$ cat config.mk
export PLATFORM = sky130hd
export DESIGN_NAME = utf8_stream_decoder_unit_flat
export DESIGN_NICKNAME = d
export VERILOG_FILES = /design/src/u8d_pkg.sv /design/src/u8d_if.sv /design/src/u8d_step.sv /design/src/utf8_stream_decoder_unit.sv /design/src/flat_wrapper.sv
export SDC_FILE = /design/constraint.sdc
export NUM_CORES = 1
export LEC_CHECK = 0
export ABC_AREA = 1
export CAP_MARGIN = 20
export CORE_MARGIN = 5
export CORE_UTILIZATION = 47
export DETAILED_ROUTE_END_ITERATION = 10
export DONT_BUFFER_PORTS = 1
export REMOVE_ABC_BUFFERS = 1
export SKIP_CTS_REPAIR_TIMING = 1
export SLEW_MARGIN = 5
export SYNTH_ARGS = -nofsm -noshare
export SYNTH_HDL_FRONTEND = slang
export SYNTH_SLANG_ARGS = --single-unit
$ cat constraint.sdc
create_clock -name clk_i -period 3 [get_ports clk_i]
set_input_delay 0.45 -clock clk_i [delete_from_list [all_inputs] [get_ports clk_i]]
set_output_delay 0.45 -clock clk_i [all_outputs]
set_load 0.02 [all_outputs]
$ cat src/u8d_pkg.sv
// u8d_pkg: shared types and constants for the UTF-8 stream decoder.
// No dependencies; compiled first.
`default_nettype none

package u8d_pkg;

  localparam int unsigned ByteW  = 8;
  localparam int unsigned CpW    = 21;
  localparam int unsigned CntW   = 3;
  localparam int unsigned StatW  = 2;

  localparam logic [CpW-1:0] MaxCodePoint = 21'h10FFFF;

  // Sequence lengths as held in the length register
  localparam logic [CntW-1:0] LenNone = 3'd0;
  localparam logic [CntW-1:0] Len2    = 3'd2;
  localparam logic [CntW-1:0] Len3    = 3'd3;
  localparam logic [CntW-1:0] Len4    = 3'd4;
  localparam logic [CntW-1:0] CntOne  = 3'd1;

  // Result status codes
  typedef enum logic [StatW-1:0] {
    ST_INCOMPLETE = 2'd0,
    ST_DONE       = 2'd1,
    ST_ERROR      = 2'd2
  } u8d_status_e;

  // Decoder state carried from word to word
  typedef struct packed {
    logic [CntW-1:0] exp_len;
    logic [CntW-1:0] rcv_cnt;
    logic [CpW-1:0]  accum;
  } u8d_state_t;

  localparam u8d_state_t StateClear = '{exp_len: LenNone, rcv_cnt: LenNone, accum: '0};

endpackage : u8d_pkg

`default_nettype wire

$ cat src/u8d_if.sv
// u8d_if: valid/ready channel interfaces for the byte input and result output.
// Depends on u8d_pkg.
`default_nettype none

interface u8d_byte_if;
  logic                        valid;
  logic                        ready;
  logic [u8d_pkg::ByteW-1:0]   data_byte;

  modport source (output valid, output data_byte, input ready);
  modport sink   (input valid, input data_byte, output ready);
endinterface : u8d_byte_if

interface u8d_res_if;
  logic                        valid;
  logic                        ready;
  u8d_pkg::u8d_status_e        status;
  logic [u8d_pkg::CpW-1:0]     code_point;

  modport source (output valid, output status, output code_point, input ready);
  modport sink   (input valid, input status, input code_point, output ready);
endinterface : u8d_res_if

`default_nettype wire

$ cat src/u8d_step.sv
// u8d_step: one-byte decode step, current state and byte in, next state and status out.
// Depends on u8d_pkg.
`default_nettype none

module u8d_step (
  input  u8d_pkg::u8d_state_t        state_i,
  input  logic [u8d_pkg::ByteW-1:0]  data_byte_i,
  output u8d_pkg::u8d_state_t        state_o,
  output u8d_pkg::u8d_status_e       status_o
);
  import u8d_pkg::*;

  u8d_state_t      lead_state;
  u8d_status_e     lead_status;
  logic [CpW-1:0]  acc_shift;
  logic [CntW-1:0] cnt_inc;

  // Lead byte classification (also used when a sequence breaks)
  always_comb begin
    lead_state  = StateClear;
    lead_status = ST_ERROR;
    if (!data_byte_i[7]) begin
      lead_state.accum = {{(CpW-ByteW){1'b0}}, data_byte_i};
      lead_status      = ST_DONE;
    end else if (data_byte_i[7:5] == 3'b110) begin
      lead_state  = '{exp_len: Len2, rcv_cnt: CntOne,
                      accum: {{(CpW-5){1'b0}}, data_byte_i[4:0]}};
      lead_status = ST_INCOMPLETE;
    end else if (data_byte_i[7:4] == 4'b1110) begin
      lead_state  = '{exp_len: Len3, rcv_cnt: CntOne,
                      accum: {{(CpW-4){1'b0}}, data_byte_i[3:0]}};
      lead_status = ST_INCOMPLETE;
    end else if (data_byte_i[7:3] == 5'b11110) begin
      lead_state  = '{exp_len: Len4, rcv_cnt: CntOne,
                      accum: {{(CpW-3){1'b0}}, data_byte_i[2:0]}};
      lead_status = ST_INCOMPLETE;
    end
  end

  // Continuation: shift six payload bits in, bump the count
  assign acc_shift = {state_i.accum[CpW-7:0], data_byte_i[5:0]};
  assign cnt_inc   = state_i.rcv_cnt + CntOne;

  always_comb begin
    state_o  = StateClear;
    status_o = ST_ERROR;
    if (state_i.rcv_cnt == LenNone) begin
      state_o  = lead_state;
      status_o = lead_status;
    end else if (state_i.rcv_cnt >= state_i.exp_len) begin
      // inconsistent counters: clear with error
      state_o  = StateClear;
      status_o = ST_ERROR;
    end else if (data_byte_i[7:6] != 2'b10) begin
      // broken sequence: restart on this byte
      state_o  = lead_state;
      status_o = lead_status;
    end else if (cnt_inc != state_i.exp_len) begin
      state_o  = '{exp_len: state_i.exp_len, rcv_cnt: cnt_inc, accum: acc_shift};
      status_o = ST_INCOMPLETE;
    end else if (acc_shift <= MaxCodePoint) begin
      state_o  = '{exp_len: LenNone, rcv_cnt: LenNone, accum: acc_shift};
      status_o = ST_DONE;
    end
  end

endmodule : u8d_step

`default_nettype wire

$ cat src/utf8_stream_decoder_unit.sv
// utf8_stream_decoder_unit: top level, input register, decode step, result register.
// Depends on u8d_pkg, u8d_if (u8d_byte_if, u8d_res_if) and u8d_step.
//
//  Channel   Dir  Payload                         Handshake
//  byte_i    in   data_byte[7:0]                  valid/ready
//  res_o     out  status[1:0], code_point[20:0]   valid/ready
//
//  One result word per byte word; sustained rate is one byte per cycle while res_o is ready.
//  Each byte passes the byte register, then is decoded into the result register.
//  Decoder state updates when a byte moves from the byte register into the
//  result register, so back-to-back bytes see each other's effect.
//  Reset (rst_ni low, asynchronous) clears the state and both valid flags.
//  A stall on res_o holds both registers; byte_i stays ready while the byte
//  register is empty or drains in the same cycle.
`default_nettype none

module utf8_stream_decoder_unit (
  input  logic             clk_i,
  input  logic             rst_ni,
  u8d_byte_if.sink         byte_i,
  u8d_res_if.source        res_o
);
  import u8d_pkg::*;

  logic             in_vld_q;
  logic [ByteW-1:0] in_byte_q;
  logic             out_vld_q;
  u8d_status_e      out_stat_q;
  logic [CpW-1:0]   out_cp_q;
  u8d_state_t       state_q, state_d;
  u8d_status_e      step_stat;
  logic             advance;
  logic             in_take;

  // Pipeline flow control
  assign advance      = in_vld_q && (!out_vld_q || res_o.ready);
  assign byte_i.ready = !in_vld_q || advance;
  assign in_take      = byte_i.valid && byte_i.ready;

  // Decode step
  u8d_step u_step (
    .state_i     (state_q),
    .data_byte_i (in_byte_q),
    .state_o     (state_d),
    .status_o    (step_stat)
  );

  // Input register
  always_ff @(posedge clk_i or negedge rst_ni) begin
    if (!rst_ni) begin
      in_vld_q <= 1'b0;
    end else if (byte_i.ready) begin
      in_vld_q <= byte_i.valid;
    end
  end

  always_ff @(posedge clk_i) begin
    if (in_take) begin
      in_byte_q <= byte_i.data_byte;
    end
  end

  // Decoder state
  always_ff @(posedge clk_i or negedge rst_ni) begin
    if (!rst_ni) begin
      state_q <= StateClear;
    end else if (advance) begin
      state_q <= state_d;
    end
  end

  // Result register
  always_ff @(posedge clk_i or negedge rst_ni) begin
    if (!rst_ni) begin
      out_vld_q <= 1'b0;
    end else if (advance) begin
      out_vld_q <= 1'b1;
    end else if (res_o.ready) begin
      out_vld_q <= 1'b0;
    end
  end

  always_ff @(posedge clk_i) begin
    if (advance) begin
      out_stat_q <= step_stat;
      out_cp_q   <= state_d.accum;
    end
  end

  assign res_o.valid      = out_vld_q;
  assign res_o.status     = out_stat_q;
  assign res_o.code_point = out_cp_q;

endmodule : utf8_stream_decoder_unit

`default_nettype wire

$ cat src/flat_wrapper.sv
// flat-port wrapper written by rule: the top's interface ports become plain ports
module utf8_stream_decoder_unit_flat import u8d_pkg::*;
  (clk_i, rst_ni, byte_i_valid, byte_i_data_byte, byte_i_ready, res_o_valid, res_o_status, res_o_code_point, res_o_ready);
  u8d_byte_if byte_i_i ();
  u8d_res_if res_o_i ();
  input  logic clk_i;
  input  logic rst_ni;
  input wire logic [$bits(byte_i_i.valid)-1:0] byte_i_valid;
  input wire logic [$bits(byte_i_i.data_byte)-1:0] byte_i_data_byte;
  output wire logic [$bits(byte_i_i.ready)-1:0] byte_i_ready;
  output wire logic [$bits(res_o_i.valid)-1:0] res_o_valid;
  output wire logic [$bits(res_o_i.status)-1:0] res_o_status;
  output wire logic [$bits(res_o_i.code_point)-1:0] res_o_code_point;
  input wire logic [$bits(res_o_i.ready)-1:0] res_o_ready;
  assign byte_i_i.valid = byte_i_valid;
  assign byte_i_i.data_byte = byte_i_data_byte;
  assign byte_i_ready = byte_i_i.ready;
  assign res_o_valid = res_o_i.valid;
  assign res_o_status = res_o_i.status;
  assign res_o_code_point = res_o_i.code_point;
  assign res_o_i.ready = res_o_ready;
  utf8_stream_decoder_unit u_core (.clk_i(clk_i), .rst_ni(rst_ni), .byte_i(byte_i_i), .res_o(res_o_i));
endmodule
### Word-level counts from Yosys, hierarchy flattened

Index checks and enable logic that the tools add are counted.

* add/sub/neg operators: 1
* order comparisons: 2
* muxes and demuxes: 21
* equality and inequality tests: 6
* reductions and logical operators: 9

Operators with widths (count)
* 2-to-1 mux 27 bit: 7
* 2-to-1 mux 21 bit: 2
* less-or-equal comparator 21 bit, second input constant: 1
* 2-to-1 mux 2 bit: 9
* 2-to-1 mux 6 bit: 1
* equality test 5 bit, second input constant: 1
* equality test 4 bit, second input constant: 1
* != test 4 bit, second input constant: 1
* adder 3 x 1 -> 3 bit, second input constant: 1
* equality test 3 bit, second input constant: 1
* >= comparator 3 bit: 1
* zero test 3 bit: 1
* != test 3 bit: 1
* logical AND 1 bit: 2
* zero test 1 bit: 2
* logical OR 1 bit: 2
* 2-to-1 mux 1 bit: 2
* != test 2 bit, second input constant: 1
* AND reduction 2 bit: 1
* nonzero test 2 bit: 1

* register bits after elaboration: 54
* logic and storage cells: 47
* output and inout bits: 25

### Longest topological paths before layout

Gate-level depths: netlist of run 1.

* depth in word-level cells: 8
* depth in mapped cells: 13

### Hierarchy

From an unflattened synthesis of run 1, not the netlist that was laid out.

* cells, all modules: 284
* area total of the unflattened synthesis: 2740.1 sq um

By module, submodules not included
* utf8_stream_decoder_unit: cells each 159, instances 1, area an instance 2114.5 sq um
* u8d_step: cells each 125, instances 1, area an instance 625.6 sq um

### Worst setup path before layout of run 1

OpenSTA, ideal clock, no wires.

* path kind: flip-flop to flip-flop
* start point: register u_core.state_q[21] in the netlist's numbering
* end point: register u_core.out_cp_q[11] (netlist: u_core.res_o.code_point[11]) (data pin)
* period minus slack after synthesis: 1795 ps
* buffers on the path: 1
* arrival: 1543 ps
* stages on the path, launching flop included: 12
* library setup time: 252 ps
* path slack: 1205 ps
* cell sequence: dfrtp_1 -> inv_1 -> ha_1 -> inv_1 -> nor2_1 -> nor2_1 -> nand2_1 -> inv_1 -> nand2_2 -> buf_2 -> nand3_1 -> inv_1

RTL lines
* start: declaration: line utf8_stream_decoder_unit.sv:30 `u8d_state_t state_q, state_d;`
* start signal: assignment: line utf8_stream_decoder_unit.sv:66 `state_q <= StateClear;`
* start signal: assignment: line utf8_stream_decoder_unit.sv:68 `state_q <= state_d;`
* end signal: assignment: line utf8_stream_decoder_unit.sv:86 `out_cp_q <= state_d.accum;`
* end: declaration: line utf8_stream_decoder_unit.sv:29 `logic [CpW-1:0] out_cp_q;`

==> impl_metrics.py, run 1 <==
metrics = {
    "sta": {
        "setup_tns_ns": 0,
        "final_max_slew_viol_count": 0,
        "maxSlewHeadroom_pct": 73.6,
        "rsz0062_at_grt": "no",
        "finalHoldViolations": 0,
        "worst_clock_skew_ns": 0.00908,
        "fin_crit_sh_pct": 69.3,
        "min_period_ns": 2.08,
        "tightest_slew_ns": 0.395,
        "setup_violations": 0,
        "fmax_mhz": 481,
    },
    "setup_path": {
        "startpoint_type": "flop",
        "r2r_start": "u_core.state_q[21]$_DFFE_PN0P_",
        "ff2ff_path_depth": 10,
        "rr_endpoint": "u_core.res_o.code_point[6]$_DFFE_PP_",
        "crit_path_top_delay_cell": "dfrtp_1",
        "crit_start": "u_core.state_q[21]$_DFFE_PN0P_",
        "cp_data_arrival_time_ns": 2.14,
        "critical_path_class": "flop to flop",
        "cp-end-kind": "flop",
        "endpoint": "u_core.res_o.code_point[6]$_DFFE_PP_",
        "path_max_fanout": 16,
        "crit_required_ns": 3.06,
        "r2r_slack_ns": 0.92,
        "path_buf_inv": 3,
        "worstPathCellList": "inv_1 > ha_1 > inv_1 > nor2_1 > nor2_1 > nand2_1 > inv_1 > nand2_2 > nand2_1 > a21oi_1",
        "slowest_delay_ns": 0.40,
        "cp.depth": 10,
        "path_common_cell": "inv_1",
        "critical-path-top-delay-family": "simple AND/OR/NAND/NOR gates",
    },
    "power": {
        "p_leak_nw": 1.17,
        "cellPowerDensity_mw_per_mm2": 673,
        "max-vdd-ir-drop_uv": 301,
        "finalPower_w": 0.00176,
    },
    "global_route": {
        "grt_remaining_overflow": 0,
        "grt_antenna_before_repair": 0,
        "grt.total_usage_pct": 14.6,
        "grt_pass1_vias": 1594,
        "grt_max_degree": 28,
        "grt_pass1_wl_mm": 7.25,
    },
    "floorplanning": {
        "dieHeight_um": 81.3,
        "fp.coreArea_mm2": 0.00501,
        "start_util_pct": 47.7,
        "die_w_um": 81.3,
        "ioPinCount": 37,
        "core.rowCount": 26,
        "die_area_mm2": 0.00661,
    },
    "placed_design": {
        "dp_hpwl_mm": 3.06,
        "dp_cells": 311,
        "io_buffers": 0,
        "post_dp_cell_area_mm2": 0.00247,
        "gp_congestion": 0.879,
    },
    "yosys": {
        "synthesis.area_mm2": 0.00239,
        "synth-seq-cells": 54,
        "synth_top_family_by_area": "simple AND/OR/NAND/NOR gates",
        "synth.most_common_cell": "nand2_1",
        "synth_commonest_cells": "nand2_1, edfxtp_1, inv_1, dfrtp_1, nor2_1",
        "synth_cells": 243,
        "avgSynthCellArea_um2": 9.83,
        "synth_area_leaders": "edfxtp_1, dfrtp_1, nand2_1, inv_1, nand3_1",
        "synth_top_area_share_pct": 39.0,
        "synth_compound_area_share_pct": 5.81,
        "synth_cell_type_count": 25,
        "muxShareOfSynthArea_pct": 0,
        "synthSimpleGateAreaFrac_pct": 22.8,
        "yosys_warnings": 0,
        "synthAdderAreaFrac_pct": 2.62,
        "synth-edff-count": 31,
        "async_flop_share_pct": 42.6,
        "ys_seq_area_share_pct": 63.0,
        "synth_top_flop_cell": "edfxtp_1",
        "synth_top_area_cell": "edfxtp_1",
        "synth-xor-area-share_pct": 0,
    },
    "drt": {
        "routedWlPerCell_um": 13.4,
        "drtIter0Drc": 88,
        "drtAntennaViolNets": 0,
        "totalWireLength_mm": 4.30,
        "drc_errors": 0,
        "first_pass_iters": 4,
        "num_vias": 1609,
        "vias_per_cell": 5.01,
    },
    "layout": {
        "nets": 267,
        "n_antenna_cell": 0,
        "stdcell_count": 321,
        "n_fill_cell": 470,
        "syn_to_final_growth_pct": 9.53,
        "drive_above_1_share_pct": 9.56,
        "final_area_mm2": 0.00262,
    },
    "worst_hold_path": {
        "hold_path_class": "input port to flop",
    },
    "clock_network": {
        "cts.sinks": 54,
        "root_buffer": "clkbuf_8",
        "insertion_delay_ns": 0.31,
        "clockBufferDepth": 2,
        "cts.htree.levels": 2,
        "cts_inserted_buffers": 5,
        "cts_tree": "built",
        "clk_pin_slew_ns": 0.10,
    },
    "status": {
        "outcome": "complete, no violations",
    },
    "job": {
        "max-cap-violations": 0,
    },
}
[flip-flops by register name, indices dropped and copies added (netlist names)]
register                 count
u_core.res_o.code_point     21
u_core.state_q              21
u_core.in_byte_q             8
u_core.res_o.status          2
u_core.in_vld_q              1
u_core.res_o.valid           1
[how the worst min path moves through the flow]
stage | cells after the start | to | slack [ns] | from
finish | 0 | u_core.in_byte_q[7]$_DFFE_PP_ | 0.23 | byte_i_data_byte[7]
global route | 0 | u_core.in_byte_q[5]$_DFFE_PP_ | 0.21 | byte_i_data_byte[5]
CTS | 0 | u_core.state_q[14]$_DFFE_PN0P_ | -0.20 | rst_ni
detailed placement | 0 | u_core.state_q[22]$_DFFE_PN0P_ | 0.16 | rst_ni
global placement | 0 | u_core.state_q[22]$_DFFE_PN0P_ | 0.16 | rst_ni
floorplan | 0 | u_core.in_vld_q$_DFFE_PN0N_ | 0.15 | rst_ni
[final cells by class]
| cell class | count | area (um2) | area share [%] |
|---|---|---|---|
| sequential | 54 | 1510 | 57.6 |
| multi-input combinational | 153 | 746 | 28.5 |
| inverter | 32 | 120 | 4.59 |
| clock buffer | 6 | 93.8 | 3.59 |
| tap | 70 | 87.6 | 3.35 |
| timing repair buffer | 4 | 45.0 | 1.72 |
| clock inverter | 2 | 18.8 | 0.717 |
[per-stage QoR]
| stage | worst slack [ns] | utilization (%) | hold WS (ns) |
|---|---|---|---|
| global placement | 0.949 | 49.4 | 0.155 |
| finish | 0.920 | 52.2 | 0.230 |
| global route | 0.747 | 52.2 | 0.208 |
| floorplan | 0.908 | - | 0.154 |
| CTS | 0.922 | 51.6 | -0.195 |
| detailed placement | 0.944 | 49.4 | 0.155 |
[cell usage in the layout (no fill, tap or decap), types with 6 or more instances in the layout]
cell type and instances:
nand2_1 64, edfxtp_1 31, inv_1 27, dfrtp_1 23, nor2_1 22, nand3_1 20, a21oi_1 8, o21ai_1 8
o21ai_0 6
[where the power goes]
part,switching (W),internal (W)
combinational,0.000207,0.0000806
sequential,0.000106,0.000899
clock,0.000249,0.000221
total,0.000562,0.00120
[cells by family (layout without fill, tap and decap cells)]
kind of cell,count (synthesis),count (layout)
simple gates,122,122
compound gates,26,26
buf+inv,36,44
flops,54,54
fa+ha+maj,5,5
[routing by layer]
layer / up-vias / GRT usage [%] / share of wire, %
met1: 746 / 17.6 / 46
li1: 813 / - / -
met5: - / 0 / 0
met4: 0 / 5.91 / 2.0
met3: 8 / 4.10 / 4.6
met2: 42 / 24.5 / 47
[worst register-to-register path, delay by kind of cell, from the launching register on]
| kind | cells | cell delay [ns] |
|---|---|---|
| AND/OR/NAND/NOR | 5 | 0.69 |
| flip-flops | 1 | 0.40 |
| buffers and inverters | 3 | 0.34 |
| adder cells (fa/ha/maj) | 1 | 0.31 |
| AO/OA/AOI/OAI | 1 | 0.09 |
Power figures use the tool's default switching activity.
==> run 2: changes to the inputs <==
==> constraint.sdc (replaced) <==
create_clock -name clk_i -period 2 [get_ports clk_i]
set_input_delay 0.3 -clock clk_i [delete_from_list [all_inputs] [get_ports clk_i]]
set_output_delay 0.3 -clock clk_i [all_outputs]
set_load 0.02 [all_outputs]
==> impl_metrics.py, run 2 (synthesis gave the netlist of run 1 again) <==
metrics = {
    "setup_path": {
        "path_max_fanout": 6,
        "critical_path_class": "flop to flop",
        "crit_path_top_delay_cell": "dfrtp_1",
        "startpoint_type": "flop",
        "crit_required_ns": 2.16,
        "cp_data_arrival_time_ns": 2.01,
        "cp-end-kind": "flop",
        "r2r_start": "u_core.state_q[23]$_DFFE_PN0P_",
        "rr_endpoint": "u_core.res_o.code_point[5]$_DFFE_PP_",
        "ff2ff_path_depth": 7,
        "slowest_delay_ns": 0.44,
        "worstPathCellList": "ha_1 > a21oi_2 > nand3_2 > nand2_1 > inv_1 > nor2_1 > a21boi_1",
        "r2r_slack_ns": 0.15,
    },
    "drt": {
        "dr_wl_met2_mm": 2.00,
        "drc_errors": 0,
        "num_vias": 1595,
        "routedWlPerCell_um": 13.1,
        "drtAntennaViolNets": 0,
        "met1_length_mm": 1.97,
        "drtIter0Drc": 70,
        "top_layer": "met4",
        "first_pass_iters": 4,
        "totalWireLength_mm": 4.24,
        "wl_met3_um": 206,
        "vias_per_cell": 4.92,
    },
    "sta": {
        "fmax_mhz": 540,
        "tightest_slew_ns": 0.416,
        "finalHoldViolations": 0,
        "timing.hold.ws_ns": 0.0843,
        "setup_tns_ns": 0,
        "min_period_ns": 1.85,
        "final_max_slew_viol_count": 0,
        "setup_violations": 0,
        "fin_crit_sh_pct": 92.6,
        "final.setup.worst_slack_ns": 0.148,
        "maxSlewHeadroom_pct": 72.3,
        "worst_clock_skew_ns": 0.00747,
    },
    "floorplanning": {
        "start_util_pct": 47.7,
        "dieHeight_um": 81.3,
        "core.rowCount": 26,
        "die_w_um": 81.3,
        "ioPinCount": 37,
        "die_area_mm2": 0.00661,
        "fp.coreArea_mm2": 0.00501,
    },
    "placed_design": {
        "dp_hpwl_mm": 2.95,
        "io_buffers": 0,
        "post_dp_cell_area_mm2": 0.00249,
        "gp_congestion": 0.839,
        "post-place-ws_ns": 0.0369,
    },
    "clock_network": {
        "clk_pin_slew_ns": 0.10,
        "clockBufferDepth": 2,
        "cts_tree": "built",
        "cts.sinks": 54,
        "cts.htree.levels": 2,
        "root_buffer": "clkbuf_8",
        "cts_inserted_buffers": 5,
        "insertion_delay_ns": 0.31,
    },
    "status": {
        "outcome": "complete, no violations",
    },
    "global_route": {
        "grt_pass1_wl_mm": 7.07,
        "grt_pass1_vias": 1534,
        "grt_remaining_overflow": 0,
        "grt_antenna_before_repair": 0,
        "grt_max_degree": 36,
        "grt.total_usage_pct": 14.3,
    },
    "worst_hold_path": {
        "hold_path.startpoint": "byte_i_data_byte[5]",
        "hold_path_class": "input port to flop",
        "holdPathEnd": "u_core.in_byte_q[5]$_DFFE_PP_",
        "hold_depth": 0,
    },
    "power": {
        "p_leak_nw": 1.21,
        "cellPowerDensity_mw_per_mm2": 1010,
        "max-vdd-ir-drop_uv": 586,
    },
    "layout": {
        "mostFrequentLayoutCells": "nand2_1, edfxtp_1, inv_1",
        "final_area_mm2": 0.00268,
        "syn_to_final_growth_pct": 12.1,
        "multi_input_area_um2": 772,
        "nets": 270,
        "fin_util_pct": 53.5,
        "n_antenna_cell": 0,
        "final_common_cell": "nand2_1",
        "ff_latch_area_mm2": 0.00151,
        "n_fill_cell": 496,
        "drive_above_1_share_pct": 12.6,
    },
    "job": {
        "max-cap-violations": 0,
    },
}
==> run 2: final cells by class <==
type,count,share of cell area [%]
Sequential cell,54,56.2
Timing Repair Buffer,7,2.99
Multi-Input combinational cell,153,28.8
Clock buffer,5,2.57
Tap cell,70,3.27
Clock inverter,3,1.63
Inverter,32,4.48
==> run 2: stage by stage <==
step           cells  power [W]
2_1_floorplan    239    0.00183
3_3_place_gp     313    0.00195
3_5_place_dp     313    0.00196
4_1_cts          321    0.00269
5_1_grt          324    0.00286
6_report         324    0.00270
==> run 2: critical path, delay by kind of cell (launching register included) <==
kind | cells | cell delay (ns)
buffers and inverters | 1 | 0.11
flip-flops | 1 | 0.44
adder cells (fa/ha/maj) | 1 | 0.36
AND/OR/NAND/NOR | 3 | 0.44
AO/OA/AOI/OAI | 2 | 0.36
==> run 2: power by group <==
part           total [W]  internal [W]  switching, W
logic           0.000465      0.000140      0.000324
clock network   0.000734      0.000375      0.000358
registers        0.00150       0.00135      0.000156
total            0.00270       0.00186      0.000838
==> run 2: metal layers <==
metal | up-vias | track usage (%)
met5 | - | 0
met4 | 0 | 4.56
met3 | 6 | 4.32
met2 | 40 | 23.6
met1 | 734 | 17.9
li1 | 815 | -
==> run 2: worst max path at each step <==
stage,slack [ns],end,from,cells after the start
2_1_floorplan,-0.09,u_core.res_o.code_point[0]$_DFFE_PP_,u_core.res_o.valid$_DFFE_PN0P_,3
3_3_place_gp,0.08,u_core.res_o.status[1]$_DFFE_PP_,u_core.state_q[23]$_DFFE_PN0P_,7
3_5_place_dp,0.04,u_core.res_o.status[1]$_DFFE_PP_,u_core.state_q[23]$_DFFE_PN0P_,7
4_1_cts,0.007,u_core.res_o.status[1]$_DFFE_PP_,u_core.state_q[23]$_DFFE_PN0P_,7
5_1_grt,-0.005,u_core.state_q[25]$_DFFE_PN0P_,u_core.state_q[21]$_DFFE_PN0P_,13
6_report,0.15,u_core.res_o.code_point[5]$_DFFE_PP_,u_core.state_q[23]$_DFFE_PN0P_,7
